$ cat src/rtl/trs_pkg.sv
// Shared types, constants and helper functions for the tagged record search unit.
// No dependencies; every other file in rtl/ imports this package.
package trs_pkg;

  // Offset counters wrap at this many bits; reported offsets keep the low 32 bits
  localparam int OFFSET_BITS = 32;
  typedef logic [OFFSET_BITS-1:0] off_t;

  // Record header layout
  localparam int HEADER_BYTES = 16;
  localparam logic [3:0] POS_TAG_LAST  = 4'd6;
  localparam logic [3:0] POS_HEX_FIRST = 4'd8;
  localparam logic [3:0] POS_HEX_LAST  = 4'd14;
  localparam logic [3:0] POS_HDR_LAST  = 4'd15;

  localparam int TAG_W = 56;
  localparam int LEN_W = 28;

  // Configuration register map (register index = paddr[4:3])
  localparam int PADDR_W = 5;
  localparam int PDATA_W = 64;
  typedef enum logic [1:0] {
    REG_SEARCH_TAG = 2'd0,
    REG_STOP_NAME  = 2'd1,
    REG_STOP_EN    = 2'd2,
    REG_UNUSED     = 2'd3
  } reg_idx_e;

  // Result status codes
  typedef enum logic [1:0] {
    ST_FOUND     = 2'd0,
    ST_STOP      = 2'd1,
    ST_NOT_FOUND = 2'd2,
    ST_TRUNC     = 2'd3
  } stat_e;

  typedef struct packed {
    logic [TAG_W-1:0] search_tag;
    logic [TAG_W-1:0] stop_name;
    logic             stop_en;
  } cfg_t;

  typedef struct packed {
    stat_e            status;
    logic [31:0]      record_offset;
    logic [31:0]      payload_offset;
    logic [LEN_W-1:0] payload_length;
  } res_t;

  // ASCII hex digit to value; anything else reads as zero
  function automatic logic [3:0] hex_value(input logic [7:0] c);
    logic [3:0] v;
    v = 4'd0;
    if (c >= 8'h30 && c <= 8'h39) begin
      v = c[3:0];
    end else if ((c >= 8'h41 && c <= 8'h46) || (c >= 8'h61 && c <= 8'h66)) begin
      v = 4'(c[3:0] + 4'd9);
    end
    return v;
  endfunction

  // Byte i of a seven-byte tag word, first byte in the low bits
  function automatic logic [7:0] tag_byte(input logic [TAG_W-1:0] w, input logic [2:0] i);
    return w[{i, 3'b000} +: 8];
  endfunction

endpackage

$ cat src/rtl/trs_cfg_regs.sv
// APB-style configuration registers: search tag, stop name and stop name enable.
// Depends on trs_pkg for the register map and the cfg_t bundle.
module trs_cfg_regs import trs_pkg::*; (
  input  logic               clk_i,
  input  logic               rst_ni,
  input  logic               psel,
  input  logic               penable,
  input  logic               pwrite,
  input  logic [PADDR_W-1:0] paddr,
  input  logic [PDATA_W-1:0] pwdata,
  output logic [PDATA_W-1:0] prdata,
  output logic               pready,
  output cfg_t               cfg_o
);

  logic [TAG_W-1:0] search_tag_q;
  logic [TAG_W-1:0] stop_name_q;
  logic             stop_en_q;
  reg_idx_e         reg_idx;
  logic             wr_en;

  assign pready  = 1'b1;
  assign reg_idx = reg_idx_e'(paddr[4:3]);
  assign wr_en   = psel & penable & pwrite;

  // Register writes in the access phase
  always_ff @(posedge clk_i or negedge rst_ni) begin
    if (!rst_ni) begin
      search_tag_q <= '0;
      stop_name_q  <= '0;
      stop_en_q    <= 1'b0;
    end else if (wr_en) begin
      unique case (reg_idx)
        REG_SEARCH_TAG: search_tag_q <= pwdata[TAG_W-1:0];
        REG_STOP_NAME:  stop_name_q  <= pwdata[TAG_W-1:0];
        REG_STOP_EN:    stop_en_q    <= pwdata[0];
        default: ;
      endcase
    end
  end

  // Read-back mux
  always_comb begin
    prdata = '0;
    unique case (reg_idx)
      REG_SEARCH_TAG: prdata = PDATA_W'(search_tag_q);
      REG_STOP_NAME:  prdata = PDATA_W'(stop_name_q);
      REG_STOP_EN:    prdata = PDATA_W'(stop_en_q);
      default:        prdata = '0;
    endcase
  end

  assign cfg_o = '{search_tag: search_tag_q, stop_name: stop_name_q, stop_en: stop_en_q};

endmodule

$ cat src/rtl/trs_scan.sv
// Per-byte record scanner: header position, tag and stop name compares, hex length,
// payload skip and chunk offsets. Depends on trs_pkg.
module trs_scan import trs_pkg::*; (
  input  logic       clk_i,
  input  logic       rst_ni,
  input  logic       step_i,
  input  logic [7:0] data_byte_i,
  input  logic       last_byte_i,
  input  cfg_t       cfg_i,
  output logic       emit_o,
  output res_t       res_o
);

  typedef enum logic [1:0] {
    PH_HEADER  = 2'd0,
    PH_PAYLOAD = 2'd1,
    PH_DONE    = 2'd2
  } phase_e;

  phase_e           phase_q, phase_d;
  logic [3:0]       pos_q, pos_d;
  logic             tag_eq_q, tag_eq_d;
  logic             tag_end_q, tag_end_d;
  logic             name_eq_q, name_eq_d;
  logic             name_end_q, name_end_d;
  logic [LEN_W-1:0] len_q, len_d;
  logic [LEN_W-1:0] skip_q, skip_d;
  off_t             rec_q, rec_d;
  off_t             boff_q, boff_d;
  logic             given_q, given_d;

  off_t             rec_cur;
  off_t             pay_off;
  logic [7:0]       t_byte;
  logic [7:0]       n_byte;
  logic             tag_res;
  logic             name_res;

  assign rec_cur = (pos_q == 4'd0) ? boff_q : rec_q;
  assign pay_off = rec_cur + off_t'(HEADER_BYTES);
  assign t_byte  = tag_byte(cfg_i.search_tag, pos_q[2:0]);
  assign n_byte  = tag_byte(cfg_i.stop_name, pos_q[2:0]);

  // Next state and result for the byte in the input register
  always_comb begin
    phase_d    = phase_q;
    pos_d      = pos_q;
    tag_eq_d   = tag_eq_q;
    tag_end_d  = tag_end_q;
    name_eq_d  = name_eq_q;
    name_end_d = name_end_q;
    len_d      = len_q;
    skip_d     = skip_q;
    rec_d      = rec_q;
    boff_d     = boff_q + off_t'(1);
    given_d    = given_q;
    tag_res    = 1'b0;
    name_res   = 1'b0;
    emit_o     = 1'b0;
    res_o      = '{status: ST_NOT_FOUND, record_offset: '0, payload_offset: '0,
                   payload_length: '0};

    unique case (phase_q)
      PH_HEADER: begin
        rec_d = rec_cur;
        if (pos_q <= POS_TAG_LAST) begin
          // strncmp-style compares, frozen once settled
          if (tag_eq_q && !tag_end_q) begin
            if (data_byte_i != t_byte) tag_eq_d = 1'b0;
            else if (data_byte_i == 8'd0) tag_end_d = 1'b1;
          end
          if (name_eq_q && !name_end_q) begin
            if (data_byte_i != n_byte) name_eq_d = 1'b0;
            else if (data_byte_i == 8'd0) name_end_d = 1'b1;
          end
          tag_res  = !tag_eq_d || tag_end_d || (pos_q == POS_TAG_LAST);
          name_res = !cfg_i.stop_en || !name_eq_d || name_end_d || (pos_q == POS_TAG_LAST);
          if (tag_res && name_res && !tag_eq_d && cfg_i.stop_en && name_eq_d) begin
            emit_o       = 1'b1;
            res_o.status = ST_STOP;
            phase_d      = PH_DONE;
          end
        end else if (pos_q >= POS_HEX_FIRST && pos_q <= POS_HEX_LAST) begin
          // Length digits, most significant first
          len_d = {len_q[LEN_W-5:0], hex_value(data_byte_i)};
          if (pos_q == POS_HEX_LAST && tag_eq_q) begin
            emit_o               = 1'b1;
            res_o.status         = ST_FOUND;
            res_o.record_offset  = 32'(rec_cur);
            res_o.payload_offset = 32'(pay_off);
            res_o.payload_length = len_d;
            phase_d              = PH_DONE;
          end
        end
        // Advance within the header, or move on at its end
        if (phase_d == PH_HEADER) begin
          if (pos_q == POS_HDR_LAST) begin
            pos_d      = 4'd0;
            tag_eq_d   = 1'b1;
            tag_end_d  = 1'b0;
            name_eq_d  = 1'b1;
            name_end_d = 1'b0;
            len_d      = '0;
            skip_d     = '0;
            if (len_q != '0) begin
              skip_d  = len_q;
              phase_d = PH_PAYLOAD;
            end
          end else begin
            pos_d = pos_q + 4'd1;
          end
        end
      end
      PH_PAYLOAD: begin
        skip_d = skip_q - LEN_W'(1);
        if (skip_d == '0) begin
          phase_d    = PH_HEADER;
          pos_d      = 4'd0;
          tag_eq_d   = 1'b1;
          tag_end_d  = 1'b0;
          name_eq_d  = 1'b1;
          name_end_d = 1'b0;
          len_d      = '0;
        end
      end
      default: ;
    endcase

    // End of chunk: report if nothing was reported, then start over
    if (last_byte_i) begin
      if (!given_q && !emit_o) begin
        emit_o       = 1'b1;
        res_o.status = (phase_q == PH_HEADER && pos_q < POS_HEX_LAST) ? ST_TRUNC
                                                                       : ST_NOT_FOUND;
      end
      phase_d    = PH_HEADER;
      pos_d      = 4'd0;
      tag_eq_d   = 1'b1;
      tag_end_d  = 1'b0;
      name_eq_d  = 1'b1;
      name_end_d = 1'b0;
      len_d      = '0;
      skip_d     = '0;
      rec_d      = '0;
      boff_d     = '0;
      given_d    = 1'b0;
    end else begin
      given_d = given_q | emit_o;
    end
  end

  // Scanner state
  always_ff @(posedge clk_i or negedge rst_ni) begin
    if (!rst_ni) begin
      phase_q    <= PH_HEADER;
      pos_q      <= 4'd0;
      tag_eq_q   <= 1'b1;
      tag_end_q  <= 1'b0;
      name_eq_q  <= 1'b1;
      name_end_q <= 1'b0;
      len_q      <= '0;
      skip_q     <= '0;
      rec_q      <= '0;
      boff_q     <= '0;
      given_q    <= 1'b0;
    end else if (step_i) begin
      phase_q    <= phase_d;
      pos_q      <= pos_d;
      tag_eq_q   <= tag_eq_d;
      tag_end_q  <= tag_end_d;
      name_eq_q  <= name_eq_d;
      name_end_q <= name_end_d;
      len_q      <= len_d;
      skip_q     <= skip_d;
      rec_q      <= rec_d;
      boff_q     <= boff_d;
      given_q    <= given_d;
    end
  end

endmodule

$ cat src/rtl/tagged_record_search_unit.sv
// Tagged record search unit: input register, byte scanner, result register.
// A byte goes through the input register, the scanner and then into the result register.
// Throughput: one byte per cycle; the scanner handles each byte in a single pass, and the
// result register lets a byte in while a result waits, unless that byte makes one too.
// Reset clears the scanner, the valid flags of both beat registers and all config registers.
// Depends on trs_pkg, trs_cfg_regs and trs_scan.
module tagged_record_search_unit import trs_pkg::*; (
  input  logic               clk_i,
  input  logic               rst_ni,
  // byte stream
  input  logic               in_valid_i,
  output logic               in_ready_o,
  input  logic [7:0]         data_byte_i,
  input  logic               last_byte_i,
  // results
  output logic               out_valid_o,
  input  logic               out_ready_i,
  output logic [1:0]         search_status_o,
  output logic [31:0]        record_offset_o,
  output logic [31:0]        payload_offset_o,
  output logic [LEN_W-1:0]   payload_length_o,
  // configuration
  input  logic               psel,
  input  logic               penable,
  input  logic               pwrite,
  input  logic [PADDR_W-1:0] paddr,
  input  logic [PDATA_W-1:0] pwdata,
  output logic [PDATA_W-1:0] prdata,
  output logic               pready
);

  cfg_t       cfg;
  logic       in_valid_q;
  logic [7:0] in_byte_q;
  logic       in_last_q;
  logic       out_valid_q;
  res_t       res_q;
  res_t       scan_res;
  logic       scan_emit;
  logic       step;

  trs_cfg_regs u_cfg (
    .clk_i   (clk_i),
    .rst_ni  (rst_ni),
    .psel    (psel),
    .penable (penable),
    .pwrite  (pwrite),
    .paddr   (paddr),
    .pwdata  (pwdata),
    .prdata  (prdata),
    .pready  (pready),
    .cfg_o   (cfg)
  );

  // Byte moves on unless it makes a result and the result slot stays full
  assign step       = in_valid_q && (!out_valid_q || out_ready_i || !scan_emit);
  assign in_ready_o = !in_valid_q || step;

  trs_scan u_scan (
    .clk_i       (clk_i),
    .rst_ni      (rst_ni),
    .step_i      (step),
    .data_byte_i (in_byte_q),
    .last_byte_i (in_last_q),
    .cfg_i       (cfg),
    .emit_o      (scan_emit),
    .res_o       (scan_res)
  );

  // Input register
  always_ff @(posedge clk_i or negedge rst_ni) begin
    if (!rst_ni) begin
      in_valid_q <= 1'b0;
    end else if (in_ready_o) begin
      in_valid_q <= in_valid_i;
    end
  end

  always_ff @(posedge clk_i) begin
    if (in_valid_i && in_ready_o) begin
      in_byte_q <= data_byte_i;
      in_last_q <= last_byte_i;
    end
  end

  // Result register
  always_ff @(posedge clk_i or negedge rst_ni) begin
    if (!rst_ni) begin
      out_valid_q <= 1'b0;
    end else if (step && scan_emit) begin
      out_valid_q <= 1'b1;
    end else if (out_ready_i) begin
      out_valid_q <= 1'b0;
    end
  end

  always_ff @(posedge clk_i) begin
    if (step && scan_emit) begin
      res_q <= scan_res;
    end
  end

  assign out_valid_o      = out_valid_q;
  assign search_status_o  = res_q.status;
  assign record_offset_o  = res_q.record_offset;
  assign payload_offset_o = res_q.payload_offset;
  assign payload_length_o = res_q.payload_length;

  // A result made by a byte that moves on is offered next cycle
  a_emit_lands: assert property (@(posedge clk_i) disable iff (!rst_ni)
    step && scan_emit |=> out_valid_o)
    else $error("result beat lost");

  // A held byte stays in the input register
  a_in_held: assert property (@(posedge clk_i) disable iff (!rst_ni)
    in_valid_q && !step |=> in_valid_q && $stable(in_byte_q) && $stable(in_last_q))
    else $error("stalled byte dropped");

  // Found results carry the payload offset sixteen past the record
  a_found_offsets: assert property (@(posedge clk_i) disable iff (!rst_ni)
    out_valid_o && (search_status_o == ST_FOUND)
      |-> payload_offset_o == record_offset_o + 32'd16)
    else $error("payload offset mismatch");

  // Other results carry no offsets or length
  a_other_zero: assert property (@(posedge clk_i) disable iff (!rst_ni)
    out_valid_o && (search_status_o != ST_FOUND)
      |-> record_offset_o == '0 && payload_offset_o == '0 && payload_length_o == '0)
    else $error("non-found result carries data");

endmodule
$ cat config.mk
export PLATFORM = sky130hd
export DESIGN_NAME = tagged_record_search_unit
export DESIGN_NICKNAME = d
export VERILOG_FILES = /design/src/rtl/trs_pkg.sv /design/src/rtl/trs_cfg_regs.sv /design/src/rtl/trs_scan.sv /design/src/rtl/tagged_record_search_unit.sv
export SDC_FILE = /design/constraint.sdc
export NUM_CORES = 1
export LEC_CHECK = 0
export BUFFER_PORTS_ARGS = -buffer_cell sky130_fd_sc_hd__buf_2
export CORE_ASPECT_RATIO = 1.75
export CORE_MARGIN = 5
export CORE_UTILIZATION = 58
export CTS_CLUSTER_SIZE = 28
export DETAILED_ROUTE_END_ITERATION = 6
export GPL_TIMING_DRIVEN = 1
export HOLD_SLACK_MARGIN = 0.05
export PLACE_DENSITY = 0.76
export SYNTH_ARGS = -nofsm -noshare
export SYNTH_HDL_FRONTEND = slang
export SYNTH_SLANG_ARGS = --single-unit
$ cat constraint.sdc
create_clock -name clk_i -period 7.8 [get_ports clk_i]
set_clock_uncertainty 0.05 [all_clocks]
set_input_delay 0 -clock clk_i [delete_from_list [all_inputs] [get_ports clk_i]]
set_output_delay 0 -clock clk_i [all_outputs]
set_load 0.02 [all_outputs]
## Yosys cells after proc, flatten, opt, wreduce, memory -nomap -nowiden

Index checks and enable logic that the tools add are counted.

- Register bits after elaboration: 349
- Input bits: 85
- Word-level logic and storage cells: 203

- $add $sub $neg: 5
- Magnitude comparators: 10
- Equality and inequality tests: 11
- Shift operators: 2
- Mux-type cells: 94
- Bitwise gates (word level): 6
- Reduce and logical (&&, ||, !) cells: 53

Operator list:

| cell | number |
|---|---|
| $mux 94 | 3 |
| $mux 28 | 10 |
| $pmux 56 s3 | 1 |
| $mux 32 | 4 |
| $pmux 28 s2 | 2 |
| $shiftx 56x7->8 | 2 |
| $mux 92 | 1 |
| $mux 1 | 47 |
| $add 32x1->32 const B | 1 |
| $add 32x5->32 const B | 1 |
| $logic_not 28->1 | 1 |
| $mux 2 | 14 |
| $reduce_bool 28->1 | 1 |
| $sub 28x1->28 const B | 1 |
| $mux 4 | 6 |
| $ge 8x7->1 const B | 2 |
| $le 8x7->1 const B | 2 |
| $logic_and 1x1->1 | 16 |
| $ne 8x8->1 | 2 |
| $logic_not 1->1 | 10 |
| $logic_or 1x1->1 | 9 |
| $ne 3x2->1 const B | 3 |
| $eq 4x4->1 const B | 2 |
| $ge 8x6->1 const B | 1 |
| other kinds (25) | 39 |

## Depth between registers and ports, before layout

- Depth after elaboration: 26
- Depth in mapped cells: 20
- Depth with buffers taken out: 13

## Cells and area by module

Synthesis repeated with hierarchy kept, for this count alone.

- Cells, all modules: 1609
- Area total of the unflattened synthesis: 17779.6 µm²

Modules (own cells, without submodules):

| module | instances | cells an instance | area an instance (µm²) |
|---|---|---|---|
| trs_scan | 1 | 1116 | 9296.4 |
| trs_cfg_regs | 1 | 380 | 5283.8 |
| tagged_record_search_unit | 1 | 113 | 3199.3 |

## Worst setup path after synthesis

OpenSTA, ideal clock, no wires.

- Kind: register to register
- From: reg u_scan.pos_q[1]
- To: reg res_q, in the netlist payload_length_o[0], enable pin
- Library setup time: 539 ps
- Arrival time: 6220 ps
- Required time: 7211 ps
- Slack: 991 ps
- Cell stages (with the launch flop): 13
- Clock period less this slack: 6809 ps
- Cell sequence: dfrtp_1 > buf_6 > buf_6 > mux2_1 > o22ai_1 > or3_1 > nand4_1 > o41ai_4 > a31o_2 > nor2_2 > buf_2 > buf_2 > nor2_1

- Cells in the longest elaborated chain, start to end: 25

Ends and longest elaborated chain:

| item | RTL line | source |
|---|---|---|
| start: declaration | trs_scan.sv:21 | `logic [3:0] pos_q, pos_d;` |
| start signal: assignment | trs_scan.sv:168 | `pos_q <= pos_d;` |
| $shiftx 56x7->8 | trs_pkg.sv:64 | `return w[{i, 3'b000} +: 8];` |
| $ne 8x8->1 | trs_scan.sv:73 | `if (data_byte_i != n_byte) name_eq_d = 1'b0;` |
| $mux 1 | trs_scan.sv:73 |  |
| $mux 1 | trs_scan.sv:72 | `if (name_eq_q && !name_end_q) begin` |
| $mux 1 | trs_scan.sv:66 | `if (pos_q <= POS_TAG_LAST) begin` |
| $mux 1 | trs_scan.sv:63 | `unique case (phase_q)` |
| $logic_not 1->1 | trs_scan.sv:77 | `name_res = !cfg_i.stop_en \|\| !name_eq_d \|\| name_end_d \|\| (pos_q == POS_TAG_LAST);` |
| $logic_or 1x1->1 (3 in series) | trs_scan.sv:77 |  |
| [... 7 more ...] | - |  |
| $logic_not 1->1 | trs_scan.sv:131 | `if (!given_q && !emit_o) begin` |
| $logic_and 1x1->1 | trs_scan.sv:131 |  |
| $mux 1 | trs_scan.sv:131 |  |
| $mux 1 * | trs_scan.sv:130 | `if (last_byte_i) begin` |
| $logic_not 1->1 | tagged_record_search_unit.sv:56 | `assign step = in_valid_q && (!out_valid_q \|\| out_ready_i \|\| !scan_emit);` |
| $logic_or 1x1->1 | tagged_record_search_unit.sv:56 |  |
| $logic_and 1x1->1 | tagged_record_search_unit.sv:56 |  |
| $logic_and 1x1->1 * | tagged_record_search_unit.sv:98 | `if (step && scan_emit) begin` |
| end signal: assignment | tagged_record_search_unit.sv:99 | `res_q <= scan_res;` |
| end: declaration | tagged_record_search_unit.sv:37 | `res_t res_q;` |

Mark *: on every way between the ends. The rest lies on a longest branch, timed or not. The select of a mux whose other input is x is not followed.
A chain may end at the register's enable or synchronous reset.

## Worst setup path in the final report

- From: reg u_scan.pos_q[1]
- To: reg res_q, in the netlist payload_length_o[21], enable pin

The elaborated chain is that of the path after synthesis.

==> results.json <==
{
  "status": "completed",
  "clk_transition_reported_paths_ns": 0.07,
  "setup_viol": 0,
  "min-delay-start": "pwrite",
  "clockBufferDepth": 3,
  "vdd_ir_drop_max_mv": 0.250,
  "final_core_util": 0.685,
  "layout_common_cells": "dfrtp_1 (243), buf_2 (223), nor2_1 (211), mux2_2 (144), nand2_1 (114)",
  "floorplan.initialDensity": 0.588,
  "yosysTopAreaCell": "dfrtp_1",
  "rrSetupSlack_ns": 2.60,
  "port-buffer-count": 225,
  "p_seq_frac": 0.441,
  "synth_ff_type": "dfrtp_1",
  "min_period_over_period": 0.666,
  "p_per_area_nw_per_um2": 248,
  "period_needed_ns": 5.20,
  "p_leak_nw": 9.07,
  "cts_tree": "built",
  "die_h_um": 244,
  "dr_wl_met3_um": 2510,
  "grt_usage": 0.277,
  "nFillCells": 2257,
  "postCtsResizedCells": 0,
  "dpl_cell_area_um2": 19400,
  "synth-seq-cells": 345,
  "total_power_mw": 5.24,
  "drt-vias-per-instance": 6.11,
  "routed_wl_um": 48700,
  "ant_nets": 0,
  "criticalPathCategory": "reg2reg",
  "core_area_um2": 30800,
  "overflow": 0,
  "drtIter0Drc": 1031,
  "grt_pass1_vias": 14400,
  "drc_errors": 0,
  "holdPathEnd": "u_cfg.search_tag_q[16]",
  "htree_levels": 1,
  "wl_per_cell_um": 20.7,
  "syn-cell-area_um2": 18100,
  "startpoint_type": "flip-flop",
  "dr_wl_met2_um": 25900,
  "syn_inst": 1706,
  "dpl.cell_count": 2220,
  "antenna_found_initial": 1,
  "stdcell_count": 2351,
  "power.switching_mw": 1.71,
  "highest-signal-layer": "met4",
  "critPathRequiredTime_ns": 7.95,
  "power_frac_comb": 0.258,
  "critPathMaxFanout": 59,
  "clock_latency_ns": 0.58,
  "hp-class": "in2reg",
  "synth_area_leaders": "dfrtp_1 (34%), edfxtp_1 (16%), mux2_2 (8.9%), mux2i_1 (5.2%), nor2_1 (4.4%)",
  "clockPowerShare": 0.301,
  "r2r_end": "payload_length_o[21]",
  "grt_max_degree": 111,
  "ys.warnings.count": 0,
  "cts.sink_count": 345,
  "rsz0062_at_grt": "false",
  "synth_edf_count": 99,
  "fp.dieArea_um2": 35100,
  "cp-end-kind": "flip-flop",
  "synth.distinct_cells": 82,
  "synth_area_per_cell_um2": 10.6,
  "dr.pass1.iters": 5,
  "relSlewSlack": 0.251,
  "hold_viol_final": 0,
  "post-dp-hpwl_um": 33600,
  "dp_slack_ns": 2.69,
  "root_buffer": "clkbuf_16",
  "grt_pass1_wl_um": 77600,
  "num_rows": 85,
  "regToRegStartpoint": "u_scan.pos_q[1]",
  "p_int_mw": 3.53,
  "reg2reg_depth": 11,
  "fin_area_um2": 21100,
  "drv_slew": 0,
  "synth_top_cell_area_share": 0.336,
  "area_delta_synth_final_pct": 16.5,
  "ios": 246,
  "swShare": 0.327,
  "hold_ws_ns": 0.0972,
  "vias": 14400,
  "startpoint": "u_scan.pos_q[1]",
  "tns_ns": 0,
  "layout_commonest_cell": "dfrtp_1",
  "seq_area_frac_synth": 0.503,
  "fin_nets": 2031,
  "cts_buffers": 31,
  "synthArstFlopShare": 0.713,
  "fmax_ghz": 0.192,
  "setup_slack_ns": 2.60,
  "final_layout_size_suffix_gt1_frac": 0.247,
  "arrival_ns": 5.35,
  "worstMarginPinSlew_ns": 1.11,
  "wl_met1_um": 17200,
  "routabilityCongestion": 0.906,
  "drv_cap": 0,
  "min_path_cells": 4,
  "die_w_um": 144
}
==> worst max-delay path, cell delays in order (launching register included) <==
cell and delay, ns:
dfrtp_2 0.72, buf_4 0.57, mux2_2 0.44, o22ai_1 0.24, or3_1 0.16, nand4_1 0.13, nor4_2 0.54, a211oi_1 0.20
nor2_1 0.20, nor2_1 0.09, nor2_4 0.70, buf_4 0.69
==> kinds of logic (layout without fill, tap and decap cells) <==
family,Yosys count,in the layout,synth area share
and+or+nand+nor,565,565,0.151
AOI/OAI and AO/OA,351,351,0.132
DFF,345,345,0.503
muxes,256,256,0.154
buffers and inverters,148,394,0.0383
xor gates and xnor gates,28,28,0.0135
adders and majority gates,11,11,0.00758
other,2,10,0.000414
==> timing repair <==
item	CTS	global route
hold endpoints to repair	241	0
hold buffers	73	0
buffers inserted	0	0
==> power by group through the flow <==
stage	registers, mW	logic (mW)	clock network [mW]
6_report	2.31	1.35	1.58
5_1_grt	2.34	1.46	1.68
4_1_cts	2.30	1.34	1.60
3_5_place_dp	2.34	1.31	0
3_3_place_gp	2.32	1.28	0
2_1_floorplan	2.28	0.963	0
==> cell usage after synthesis, types with 6 or more instances <==
library cell	count
dfrtp_1	244
nor2_1	212
mux2_2	144
nand2_1	115
edfxtp_1	99
mux2i_1	95
o21ai_0	78
clkbuf_1	68
a22o_1	57
a21oi_1	51
and2_1	32
nor3_1	32
nand3_1	31
o22ai_1	31
buf_2	24
a31oi_1	21
or3_1	21
inv_1	20
buf_4	19
nor2b_1	18
o22a_1	18
xor2_1	18
nor4_1	16
nand4_1	15
a2bb2oi_1	14
and3_1	14
nand2b_1	14
o31ai_1	14
mux2_1	12
o21ai_1	12
or2_2	12
buf_1	11
ha_1	11
xnor2_1	10
a22oi_1	8
o21a_1	6
==> state kept, by name, summed over array words and instances, names as in the netlist, 2 cells and up <==
register,cells
in_byte_q,8
payload_length_o,28
payload_offset_o,28
record_offset_o,32
search_status_o,2
u_cfg.search_tag_q,56
u_cfg.stop_name_q,56
u_scan.boff_q,32
u_scan.len_q,28
u_scan.phase_q,2
u_scan.pos_q,4
u_scan.rec_q,32
u_scan.skip_q,28
==> per-layer routing <==
| metal | up-vias | track usage |
|---|---|---|
| met1 | 7005 | 0.316 |
| met4 | 0 | 0.154 |
| met3 | 151 | 0.0319 |
| li1 | 6648 | - |
| met5 | - | 0 |
| met2 | 550 | 0.495 |
==> final cells by class <==
type                            instances  area, um2  area share
Antenna cell                            1       2.50    0.000118
Inverter                               20       75.1     0.00355
Sequential cell                       345       9130       0.432
Tap cell                              391        489      0.0231
Timing Repair Buffer                  317       2010      0.0952
Clock buffer                           39        840      0.0397
Clock inverter                         18        200     0.00947
Multi-Input combinational cell       1220       8390       0.397
==> how the worst max path moves through the flow <==
| stage | end | slack, ns | cells after the start |
|---|---|---|---|
| after floorplan | payload_length_o[0] | 0.99 | 12 |
| after global placement | payload_length_o[25] | 2.82 | 11 |
| after detailed placement | payload_length_o[26] | 2.69 | 11 |
| after CTS | payload_length_o[0] | 2.66 | 11 |
| after global routing | u_scan.len_q[23] | 2.20 | 9 |
| final | payload_length_o[21] | 2.60 | 11 |
Note: power is estimated with default switching activity, not from simulation.
